**src/rtl/i2crts_pkg.sv**
```systemverilog
`default_nettype none

package i2crts_pkg;

	typedef enum logic [1:0] {
		OP_WRITE_CTRL   = 2'd0,
		OP_READ_STATUS  = 2'd1,
		OP_READ_VOLTAGE = 2'd2,
		OP_BUS_DONE     = 2'd3
	} opcode_t;

	typedef enum logic [2:0] {
		CMD_NONE   = 3'd0,
		CMD_START  = 3'd1,
		CMD_SEND   = 3'd2,
		CMD_RSTART = 3'd3,
		CMD_RECV   = 3'd4,
		CMD_STOP   = 3'd5
	} cmd_t;

	localparam logic [1:0] REG_DEVICE_ADDR  = 2'd0;
	localparam logic [1:0] REG_STATUS_ADDR  = 2'd1;
	localparam logic [1:0] REG_VOLTAGE_ADDR = 2'd2;
	localparam logic [1:0] REG_CONTROL_ADDR = 2'd3;

	localparam logic [6:0] DEVICE_ADDR_RST  = 7'd100;
	localparam logic [7:0] STATUS_ADDR_RST  = 8'h00;
	localparam logic [7:0] VOLTAGE_ADDR_RST = 8'h08;
	localparam logic [7:0] CONTROL_ADDR_RST = 8'h01;

	localparam logic [7:0] KIND_STATUS = 8'd1;

	typedef struct packed {
		cmd_t        bus_command;
		logic [7:0]  tx_byte;
		logic        accepted;
		logic        done_res;
		logic [15:0] read_data;
	} result_t;

endpackage

`default_nettype wire

```
**src/rtl/i2c_register_transaction_sequencer.sv**
```systemverilog
// i2c register transaction sequencer
// input channel (in_valid/in_ready): one transaction is either a request
// (write control, read status, read voltage) or a bus-operation-done event
// carrying the received byte. every input transaction yields exactly one
// result transaction on the output channel (out_valid/out_ready) with the
// next bus command, the byte to send, accepted/done flags and the captured
// read value.
// the result is registered, in the result register or, while a result waits,
// in the skid register. one transaction per cycle while in_ready is high; the
// phase update between input and the result register is combinational.
// a two-entry output buffer (result register plus skid register) lets one
// more transaction in while a result waits; in_ready drops only while both
// entries are full, so a stalled receiver holds off the input after two.
// configuration (cfg_valid/cfg_ready, cfg_index, cfg_data) is always ready
// and is meant to be written while the block is idle.
// reset: phase idle, captured value zero, register addresses at defaults
// (device 100, status 0x00, voltage 0x08, control 0x01), output buffer empty.
`default_nettype none

module i2c_register_transaction_sequencer (
	input  wire logic        clk,
	input  wire logic        arst_n,
	input  wire logic        in_valid,
	output logic             in_ready,
	input  wire logic [1:0]  opcode,
	input  wire logic [7:0]  write_value,
	input  wire logic [7:0]  rx_byte,
	input  wire logic        bus_busy,
	output logic             out_valid,
	input  wire logic        out_ready,
	output logic [2:0]       bus_command,
	output logic [7:0]       tx_byte,
	output logic             accepted,
	output logic             done_res,
	output logic [15:0]      read_data,
	input  wire logic        cfg_valid,
	output logic             cfg_ready,
	input  wire logic [1:0]  cfg_index,
	input  wire logic [7:0]  cfg_data
);
	import i2crts_pkg::*;

	typedef enum logic [3:0] {
		PH_IDLE          = 4'd0,
		PH_STARTED       = 4'd1,
		PH_ADDR_SENT     = 4'd2,
		PH_REG_SENT      = 4'd3,
		PH_RSTARTED      = 4'd4,
		PH_RADDR_SENT    = 4'd5,
		PH_FIRST_RX      = 4'd6,
		PH_SECOND_RX     = 4'd7,
		PH_STOPPING      = 4'd8,
		PH_CTRL_REG_SENT = 4'd9,
		PH_DATA_SENT     = 4'd10
	} phase_t;

	logic [6:0]  device_addr_q;
	logic [7:0]  status_addr_q;
	logic [7:0]  voltage_addr_q;
	logic [7:0]  control_addr_q;

	phase_t      phase_q, phase_nxt;
	logic        is_read_q, is_read_nxt;
	logic [7:0]  kind_q, kind_nxt;
	logic [15:0] captured_q, captured_nxt;

	result_t     res;
	result_t     out_q, skid_q;
	logic        out_valid_q, skid_valid_q;
	logic        in_fire;

	assign cfg_ready = 1'b1;
	assign in_ready  = !skid_valid_q;
	assign in_fire   = in_valid && in_ready;

	// configuration registers
	always_ff @(posedge clk or negedge arst_n) begin
		if (!arst_n) begin
			device_addr_q  <= DEVICE_ADDR_RST;
			status_addr_q  <= STATUS_ADDR_RST;
			voltage_addr_q <= VOLTAGE_ADDR_RST;
			control_addr_q <= CONTROL_ADDR_RST;
		end else if (cfg_valid) begin
			unique case (cfg_index)
				REG_DEVICE_ADDR:  device_addr_q  <= cfg_data[6:0];
				REG_STATUS_ADDR:  status_addr_q  <= cfg_data;
				REG_VOLTAGE_ADDR: voltage_addr_q <= cfg_data;
				REG_CONTROL_ADDR: control_addr_q <= cfg_data;
				default:          device_addr_q  <= device_addr_q;
			endcase
		end
	end

	// next phase and result
	always_comb begin
		phase_nxt    = phase_q;
		is_read_nxt  = is_read_q;
		kind_nxt     = kind_q;
		captured_nxt = captured_q;
		res          = '0;
		res.bus_command = CMD_NONE;
		if (opcode_t'(opcode) != OP_BUS_DONE) begin
			if (phase_q == PH_IDLE && !bus_busy) begin
				is_read_nxt     = (opcode_t'(opcode) != OP_WRITE_CTRL);
				kind_nxt        = (opcode_t'(opcode) == OP_WRITE_CTRL) ? write_value
				                                                       : {6'd0, opcode};
				phase_nxt       = PH_STARTED;
				res.bus_command = CMD_START;
				res.accepted    = 1'b1;
			end
		end else begin
			unique case (phase_q)
				PH_IDLE: begin
					phase_nxt = PH_IDLE;
				end
				PH_STARTED: begin
					res.bus_command = CMD_SEND;
					res.tx_byte     = {device_addr_q, 1'b0};
					phase_nxt       = PH_ADDR_SENT;
				end
				PH_ADDR_SENT: begin
					res.bus_command = CMD_SEND;
					if (is_read_q) begin
						res.tx_byte = (kind_q == KIND_STATUS) ? status_addr_q : voltage_addr_q;
						phase_nxt   = PH_REG_SENT;
					end else begin
						res.tx_byte = control_addr_q;
						phase_nxt   = PH_CTRL_REG_SENT;
					end
				end
				PH_REG_SENT: begin
					res.bus_command = CMD_RSTART;
					phase_nxt       = PH_RSTARTED;
				end
				PH_RSTARTED: begin
					res.bus_command = CMD_SEND;
					res.tx_byte     = {device_addr_q, 1'b1};
					phase_nxt       = PH_RADDR_SENT;
				end
				PH_RADDR_SENT: begin
					res.bus_command = CMD_RECV;
					phase_nxt       = PH_FIRST_RX;
				end
				PH_FIRST_RX: begin
					if (kind_q == KIND_STATUS) begin
						captured_nxt    = {8'd0, rx_byte};
						res.bus_command = CMD_STOP;
						phase_nxt       = PH_STOPPING;
					end else begin
						captured_nxt    = {rx_byte, 8'd0};
						res.bus_command = CMD_RECV;
						phase_nxt       = PH_SECOND_RX;
					end
				end
				PH_SECOND_RX: begin
					captured_nxt    = {captured_q[15:8], captured_q[7:0] | rx_byte};
					res.bus_command = CMD_STOP;
					phase_nxt       = PH_STOPPING;
				end
				PH_CTRL_REG_SENT: begin
					res.bus_command = CMD_SEND;
					res.tx_byte     = kind_q;
					phase_nxt       = PH_DATA_SENT;
				end
				PH_DATA_SENT: begin
					res.bus_command = CMD_STOP;
					phase_nxt       = PH_STOPPING;
				end
				PH_STOPPING: begin
					res.done_res = 1'b1;
					phase_nxt    = PH_IDLE;
				end
				default: begin
					phase_nxt = PH_IDLE;
				end
			endcase
		end
		res.read_data = captured_nxt;
	end

	always_ff @(posedge clk or negedge arst_n) begin
		if (!arst_n) begin
			phase_q    <= PH_IDLE;
			is_read_q  <= 1'b0;
			kind_q     <= '0;
			captured_q <= '0;
		end else if (in_fire) begin
			phase_q    <= phase_nxt;
			is_read_q  <= is_read_nxt;
			kind_q     <= kind_nxt;
			captured_q <= captured_nxt;
		end
	end

	// result register with skid entry
	always_ff @(posedge clk or negedge arst_n) begin
		if (!arst_n) begin
			out_valid_q  <= 1'b0;
			skid_valid_q <= 1'b0;
		end else if (!out_valid_q || out_ready) begin
			if (skid_valid_q) begin
				out_valid_q  <= 1'b1;
				skid_valid_q <= 1'b0;
			end else begin
				out_valid_q <= in_fire;
			end
		end else if (in_fire) begin
			skid_valid_q <= 1'b1;
		end
	end

	always_ff @(posedge clk) begin
		if (!out_valid_q || out_ready) begin
			if (skid_valid_q) begin
				out_q <= skid_q;
			end else if (in_fire) begin
				out_q <= res;
			end
		end else if (in_fire) begin
			skid_q <= res;
		end
	end

	assign out_valid   = out_valid_q;
	assign bus_command = out_q.bus_command;
	assign tx_byte     = out_q.tx_byte;
	assign accepted    = out_q.accepted;
	assign done_res    = out_q.done_res;
	assign read_data   = out_q.read_data;

	a_skid_behind_out: assert property (@(posedge clk) disable iff (!arst_n)
		skid_valid_q |-> out_valid_q)
		else $error("skid entry holds a result while the result register is empty");

	a_accept_starts: assert property (@(posedge clk) disable iff (!arst_n)
		in_fire && res.accepted |=> phase_q == PH_STARTED && !$stable(phase_q) ||
		                            phase_q == PH_STARTED)
		else $error("taken request did not move the sequencer to started");

	a_start_only_idle: assert property (@(posedge clk) disable iff (!arst_n)
		in_fire && res.bus_command == CMD_START |-> phase_q == PH_IDLE && !bus_busy)
		else $error("start issued while busy");

	a_done_no_command: assert property (@(posedge clk) disable iff (!arst_n)
		in_fire && res.done_res |=> phase_q == PH_IDLE && res.bus_command == CMD_NONE ||
		                            phase_q == PH_IDLE)
		else $error("finished transaction did not return to idle");

endmodule

`default_nettype wire

```
**config.mk**
```make
export PLATFORM = sky130hd
export DESIGN_NAME = i2c_register_transaction_sequencer
export DESIGN_NICKNAME = d
export VERILOG_FILES = /design/src/rtl/i2crts_pkg.sv /design/src/rtl/i2c_register_transaction_sequencer.sv
export SDC_FILE = /design/constraint.sdc
export NUM_CORES = 1
export LEC_CHECK = 0
export BUFFER_PORTS_ARGS = -buffer_cell sky130_fd_sc_hd__buf_2
export CAP_MARGIN = 20
export CELL_PAD_IN_SITES_DETAIL_PLACEMENT = 1
export CELL_PAD_IN_SITES_GLOBAL_PLACEMENT = 2
export CORE_ASPECT_RATIO = 0.8
export CORE_MARGIN = 2
export CORE_UTILIZATION = 25
export DETAILED_ROUTE_END_ITERATION = 10
export GPL_TIMING_DRIVEN = 1
export PLACE_DENSITY_LB_ADDON = 0.3
export SKIP_LAST_GASP = 1
export SYNTH_ARGS = -nofsm -noshare
export SYNTH_HDL_FRONTEND = slang
export SYNTH_SLANG_ARGS = --single-unit
```
**constraint.sdc**
```tcl
create_clock -name clk -period 3.5 [get_ports clk]
set_input_delay 0.35 -clock clk [delete_from_list [all_inputs] [get_ports clk]]
set_output_delay 0.35 -clock clk [all_outputs]
set_load 0.05 [all_outputs]
```
; Yosys cells after proc, flatten, opt, wreduce, memory -nomap -nowiden
; Index checks and enable logic that the tools add are counted.
[totals]
mem_bits_rw = 0
latchBits = 0
mem_bits_ro = 0
inputBits = 34
word_cells = 86
memories = 0
output_inout_bits = 32
regBits = 120
[classes]
addsub = 0
n_eq_ne = 16
n_shift = 0
div_mod_pow = 0
mux = 26
bitwise_logic = 2
n_mul = 0
order_cmp = 0
reduce_logical = 22
[ops]
columns = op, count
row1 = $mux W29, 2
row2 = $mux W16, 2
row3 = $mux W8, 4
row4 = $pmux W16 S2, 1
row5 = $pmux W4 S8, 1
row6 = $pmux W8 S4, 1
row7 = $eq A4 B3 Y1 const B, 4
row8 = $mux W4, 4
row9 = $pmux W3 S5, 1
row10 = $reduce_and A2 Y1, 7
row11 = $eq A4 B4 Y1 const B, 3
row12 = $mux W1, 9
row13 = $eq A4 B2 Y1 const B, 2
row14 = $eq A8 B1 Y1 const B, 1
row15 = $or A8 B8 Y8, 1
row16 = $reduce_bool A2 Y1, 3
row17 = $eq A2 B2 Y1 const B, 2
row18 = $eq A4 B1 Y1 const B, 1
row19 = $logic_not A2 Y1, 2
row20 = $logic_not A4 Y1, 1
row21 = $reduce_or A4 Y1, 1
row22 = $logic_not A1 Y1, 3
row23 = $mux W3, 1
row24 = $reduce_and A3 Y1, 1
row25 = 7 further kinds, 8

; Logic depth before layout (Yosys ltp)
[logic_depth]
depth_word = 7
depth_mapped = 7
ltp_nobuf = 4

; Least setup slack after synthesis
; Ideal clock, no wire load.
[synth_path]
path_kind = reg2reg
startpoint = register out_valid_q, in the netlist out_valid
endpoint = register skid_q[0] in the netlist's numbering (enable)
setup_ps = 415
synth_period_minus_slack_ps = 2477
slack_ps = 1023
arrival_time_ps = 2062
n_path_buf = 0
stages_incl_launch_ff = 3
required_time_ps = 3085
cell_sequence = dfrtp_1 > nand2b_1 > nor2_1
[synth_between]
elab_chain_cells = 4
[synth_rtl]
columns = item, line
row1 = start: declaration, i2c_register_transaction_sequencer.sv:69  ; logic out_valid_q, skid_valid_q;
row2 = start signal: assignment, i2c_register_transaction_sequencer.sv:205  ; out_valid_q <= in_fire;
row3 = $logic_not A1 Y1, i2c_register_transaction_sequencer.sv:213  ; if (!out_valid_q || out_ready) begin
row4 = $logic_or A1 B1 Y1, i2c_register_transaction_sequencer.sv:213
row5 = $not A1 Y1 (no source line), --
row6 = $reduce_and A2 Y1 (no source line), --
row7 = end signal: assignment, i2c_register_transaction_sequencer.sv:220  ; skid_q <= res;
row8 = end: declaration, i2c_register_transaction_sequencer.sv:68  ; result_t out_q, skid_q;
; Every way passes these cells.
; A chain may end at the register's enable or synchronous reset.

; Final worst setup path
[layout_path]
startpoint = register phase_q[0]
endpoint = register out_q, in the netlist tx_byte[3], data pin
[layout_between]
elab_chain_cells = 5
word_cells_on_any_way = 8
classes_between = eq/ne: 4 / mux: 4
[layout_rtl]
columns = item, line
row1 = start: declaration, i2c_register_transaction_sequencer.sv:62  ; phase_t phase_q, phase_nxt;
row2 = start signal: assignment, i2c_register_transaction_sequencer.sv:188  ; phase_q <= phase_nxt;
row3 = $eq A4 B4 Y1 (tied with other cells), i2c_register_transaction_sequencer.sv:112  ; unique case (phase_q)
row4 = $pmux W8 S4 (*), i2c_register_transaction_sequencer.sv:112
row5 = $mux W8 (*), i2c_register_transaction_sequencer.sv:102  ; if (opcode_t'(opcode) != OP_BUS_DONE) begin
row6 = $mux W29 (*), i2c_register_transaction_sequencer.sv:216  ; end else if (in_fire) begin
row7 = $mux W29 (*), i2c_register_transaction_sequencer.sv:214  ; if (skid_valid_q) begin
row8 = end signal: assignment, i2c_register_transaction_sequencer.sv:215  ; out_q <= skid_q;
row9 = end signal: assignment, i2c_register_transaction_sequencer.sv:217  ; out_q <= res;
row10 = end: declaration, i2c_register_transaction_sequencer.sv:68
; Every way passes the cells marked *; elsewhere a longest branch is shown, timed or not. The select of a mux whose other input is x is not followed.

==> results.sh <==
export IMPL_tightest_slew_ns=0.938
export IMPL_syn_to_final_growth_pct=22.9
export IMPL_yosys_area_share_xor_xnor=0.00313
export IMPL_ys_ff_latch=120
export IMPL_initial_utilization=0.257
export IMPL_drt_first_pass_iters=4
export IMPL_layout_cells_most_common="buf_2"
export IMPL_setup_viol=0
export IMPL_path_clk_slew_ns=0.06
export IMPL_p_per_area_nw_per_um2=723
export IMPL_hold_violations=0
export IMPL_start_kind="flop"
export IMPL_synth_edff_count=58
export IMPL_seq_area_frac_synth=0.590
export IMPL_synthMuxAreaShare=0.117
export IMPL_critical_path_max_stage_delay_ns=0.79
export IMPL_maxSlewHeadroom=0.370
export IMPL_via_per_inst=4.84
export IMPL_synth_flop_cell="edfxtp_1"
export IMPL_worstSetupEndpointType="flop"
export IMPL_final_cell_mix="buf_2 (64), edfxtp_1 (58), dfrtp_1 (57), mux2_2 (50), o21ai_0 (26)"
export IMPL_maxCapViolCount=0
export IMPL_status="finished clean"
export IMPL_gp_congestion=0.806
export IMPL_wirelength_um=16500
export IMPL_worstPathCellList="xnor2_1 -> nor3_1 -> a221oi_1 -> a311oi_1"
export IMPL_dp_hpwl_um=11400
export IMPL_rrSetupSlack_ns=0.87
export IMPL_slowest_stage="dfrtp_1"
export IMPL_report_power_total_mw=4.97
export IMPL_synth_top_cell_area_share=0.312
export IMPL_wl_per_cell_um=19.9
export IMPL_die_h_um=138
export IMPL_peakVddDrop_v=0.000363
export IMPL_cts_root_buffer="clkbuf_16"
export IMPL_max_freq_mhz=380
export IMPL_grt_max_degree=42
export IMPL_synth_fp_nets=480
export IMPL_synth_area_leaders="edfxtp_1 (31%), dfrtp_1 (26%), mux2_2 (10%), dfstp_2 (2.4%), o21ai_0 (2.3%)"
export IMPL_synth_cells=446
export IMPL_clock_sinks=120
export IMPL_synth_compound_area_frac=0.151
export IMPL_critPathKind="reg2reg"
export IMPL_syn_area_um2=5590
export IMPL_async_flop_share=0.517
export IMPL_drc_errors=0
export IMPL_min_period_ns=2.63
export IMPL_clk_latency_ns=0.41
export IMPL_required_ns=3.71
export IMPL_layout_drive_gt1_share=0.328
export IMPL_synth_simple_gate_area_frac=0.101
export IMPL_fin_setup_tns_ns=0
export IMPL_antenna_cells=0
export IMPL_cts_tree="yes"
export IMPL_htree_levels=4
export IMPL_avgSynthCellArea_um2=12.5
export IMPL_nets=546
export IMPL_ant_nets=0
export IMPL_yosys_warnings=0
export IMPL_drtIter0Drc=251
export IMPL_synth_top_family_by_area="compound AO/OA/AOI/OAI gates"
export IMPL_die_area_um2=23600
export IMPL_path_buf_inv=0
export IMPL_finalNonFillerCells=825
export IMPL_dpl_cell_count=791
export IMPL_yosysUniqueCellTypes=65
export IMPL_synth_top_area_cell="edfxtp_1"
export IMPL_pin_count=66
export IMPL_clk_path_buf_depth=2
export IMPL_fin_skew_ns=0.0103
export IMPL_antenna_found_initial=0
export IMPL_leakage_nw=2.65
export IMPL_rsz0062_at_grt="false"
export IMPL_slew_violations=0
export IMPL_finalCritPeriodShare=0.752
export IMPL_grt_pass1_wl_um=25200
export IMPL_numCtsBuffers=17
export IMPL_cp_max_fo=23
export IMPL_die_w_um=171
export IMPL_fillers=2404
export IMPL_hold_class="in2reg"
export IMPL_synthAdderAreaFrac=0
export IMPL_vias=3997
export IMPL_fin_util=0.316
export IMPL_grt_usage=0.147
export IMPL_cp_top_family="flip-flops"
export IMPL_rows=48
export IMPL_grt_overflow=0
export IMPL_portBuffers=64
export IMPL_design_core_area_um2=21700
export IMPL_cp_arrival_ns=2.84
export IMPL_grt_pass1_vias=4123
-- routing by layer --
metal	vias up	wire length, um	track usage
met3	6	540	0.0365
met1	2067	8460	0.212
met5	-	0	0
met4	0	107	0.0424
li1	1844	-	-
met2	80	7340	0.216
-- state kept, by name, indices dropped and copies added (netlist names) --
name	cells
skid_q	29
captured_q	16
read_data	16
control_addr_q	8
kind_q	8
status_addr_q	8
tx_byte	8
voltage_addr_q	8
device_addr_q	7
phase_q	4
bus_command	3
accepted	1
done_res	1
is_read_q	1
out_valid	1
skid_valid_q	1
-- area by class of cell --
cell class	count	area, um2	area share
well taps	300	375	0.0546
multi-input cells	280	2090	0.304
clock buffers	24	493	0.0718
flip-flops and latches	120	3300	0.480
inverters	15	56.3	0.00820
repair buffers	78	460	0.0670
clock inverters	8	95.1	0.0138
-- kinds of logic (layout without fill, tap and decap cells) --
family / count (synthesis) / after routing
XOR/XNOR: 2 / 2
AND/OR/NAND/NOR: 96 / 96
buffers and inverters: 46 / 125
AO/OA/AOI/OAI: 122 / 122
multiplexers: 59 / 59
flip-flops: 120 / 120
other: 1 / 1
-- report_power, final --
part           switching [mW]  leakage, nW  internal [mW]
logic                   0.821         1.04          0.432
registers               0.199         1.33           1.76
clock network           0.629        0.285           1.12
-- timing repair --
item,in CTS,in global routing
endpoints found under the setup margin,0,0
hold endpoints to repair,0,17
hold buffers,0,1
buffers inserted,0,0
resized for setup,0,0
-- synthesized netlist by cell type (3+ instances only) --
| cell type | instances |
|---|---|
| a211o_1 | 8 |
| nand3b_1 | 3 |
| clkbuf_1 | 16 |
| nor2_1 | 17 |
| a2bb2oi_1 | 3 |
| dfrtp_1 | 57 |
| o211ai_1 | 8 |
| edfxtp_1 | 58 |
| mux2i_1 | 9 |
| o31ai_1 | 16 |
| mux2_2 | 50 |
| dfstp_2 | 5 |
| nand2b_1 | 5 |
| nand2_1 | 23 |
| and3_1 | 8 |
| a21oi_1 | 23 |
| inv_1 | 15 |
| nand3_1 | 10 |
| a31oi_1 | 5 |
| o21ai_0 | 26 |
| a311oi_1 | 8 |
| a22o_1 | 6 |
| a221oi_1 | 7 |
| nor3_1 | 3 |
| buf_2 | 10 |
-- worst paths after layout --
path,start,endpoint,depth (start not counted)
worst max-delay path,phase_q[0],tx_byte[3],4
worst min-delay path,write_value[3],kind_q[3],2
worst max register to register,phase_q[0],tx_byte[3],4
worst min register to register,captured_q[9],captured_q[9],2
max in group asynchronous,arst_n,skid_valid_q,4
min in group asynchronous,arst_n,status_addr_q[3],2
-- per-stage QoR --
stage	setup slack (ns)	hold slack, ns	instance area (um2)
2_1_floorplan	1.02	0.0544	5590
3_3_place_gp	0.877	0.463	6240
3_5_place_dp	0.844	0.471	6240
4_1_cts	0.844	0.136	6830
5_1_grt	0.656	0.158	6870
6_report	0.869	0.168	6870
No activity file was read; power rests on OpenSTA's default activity.
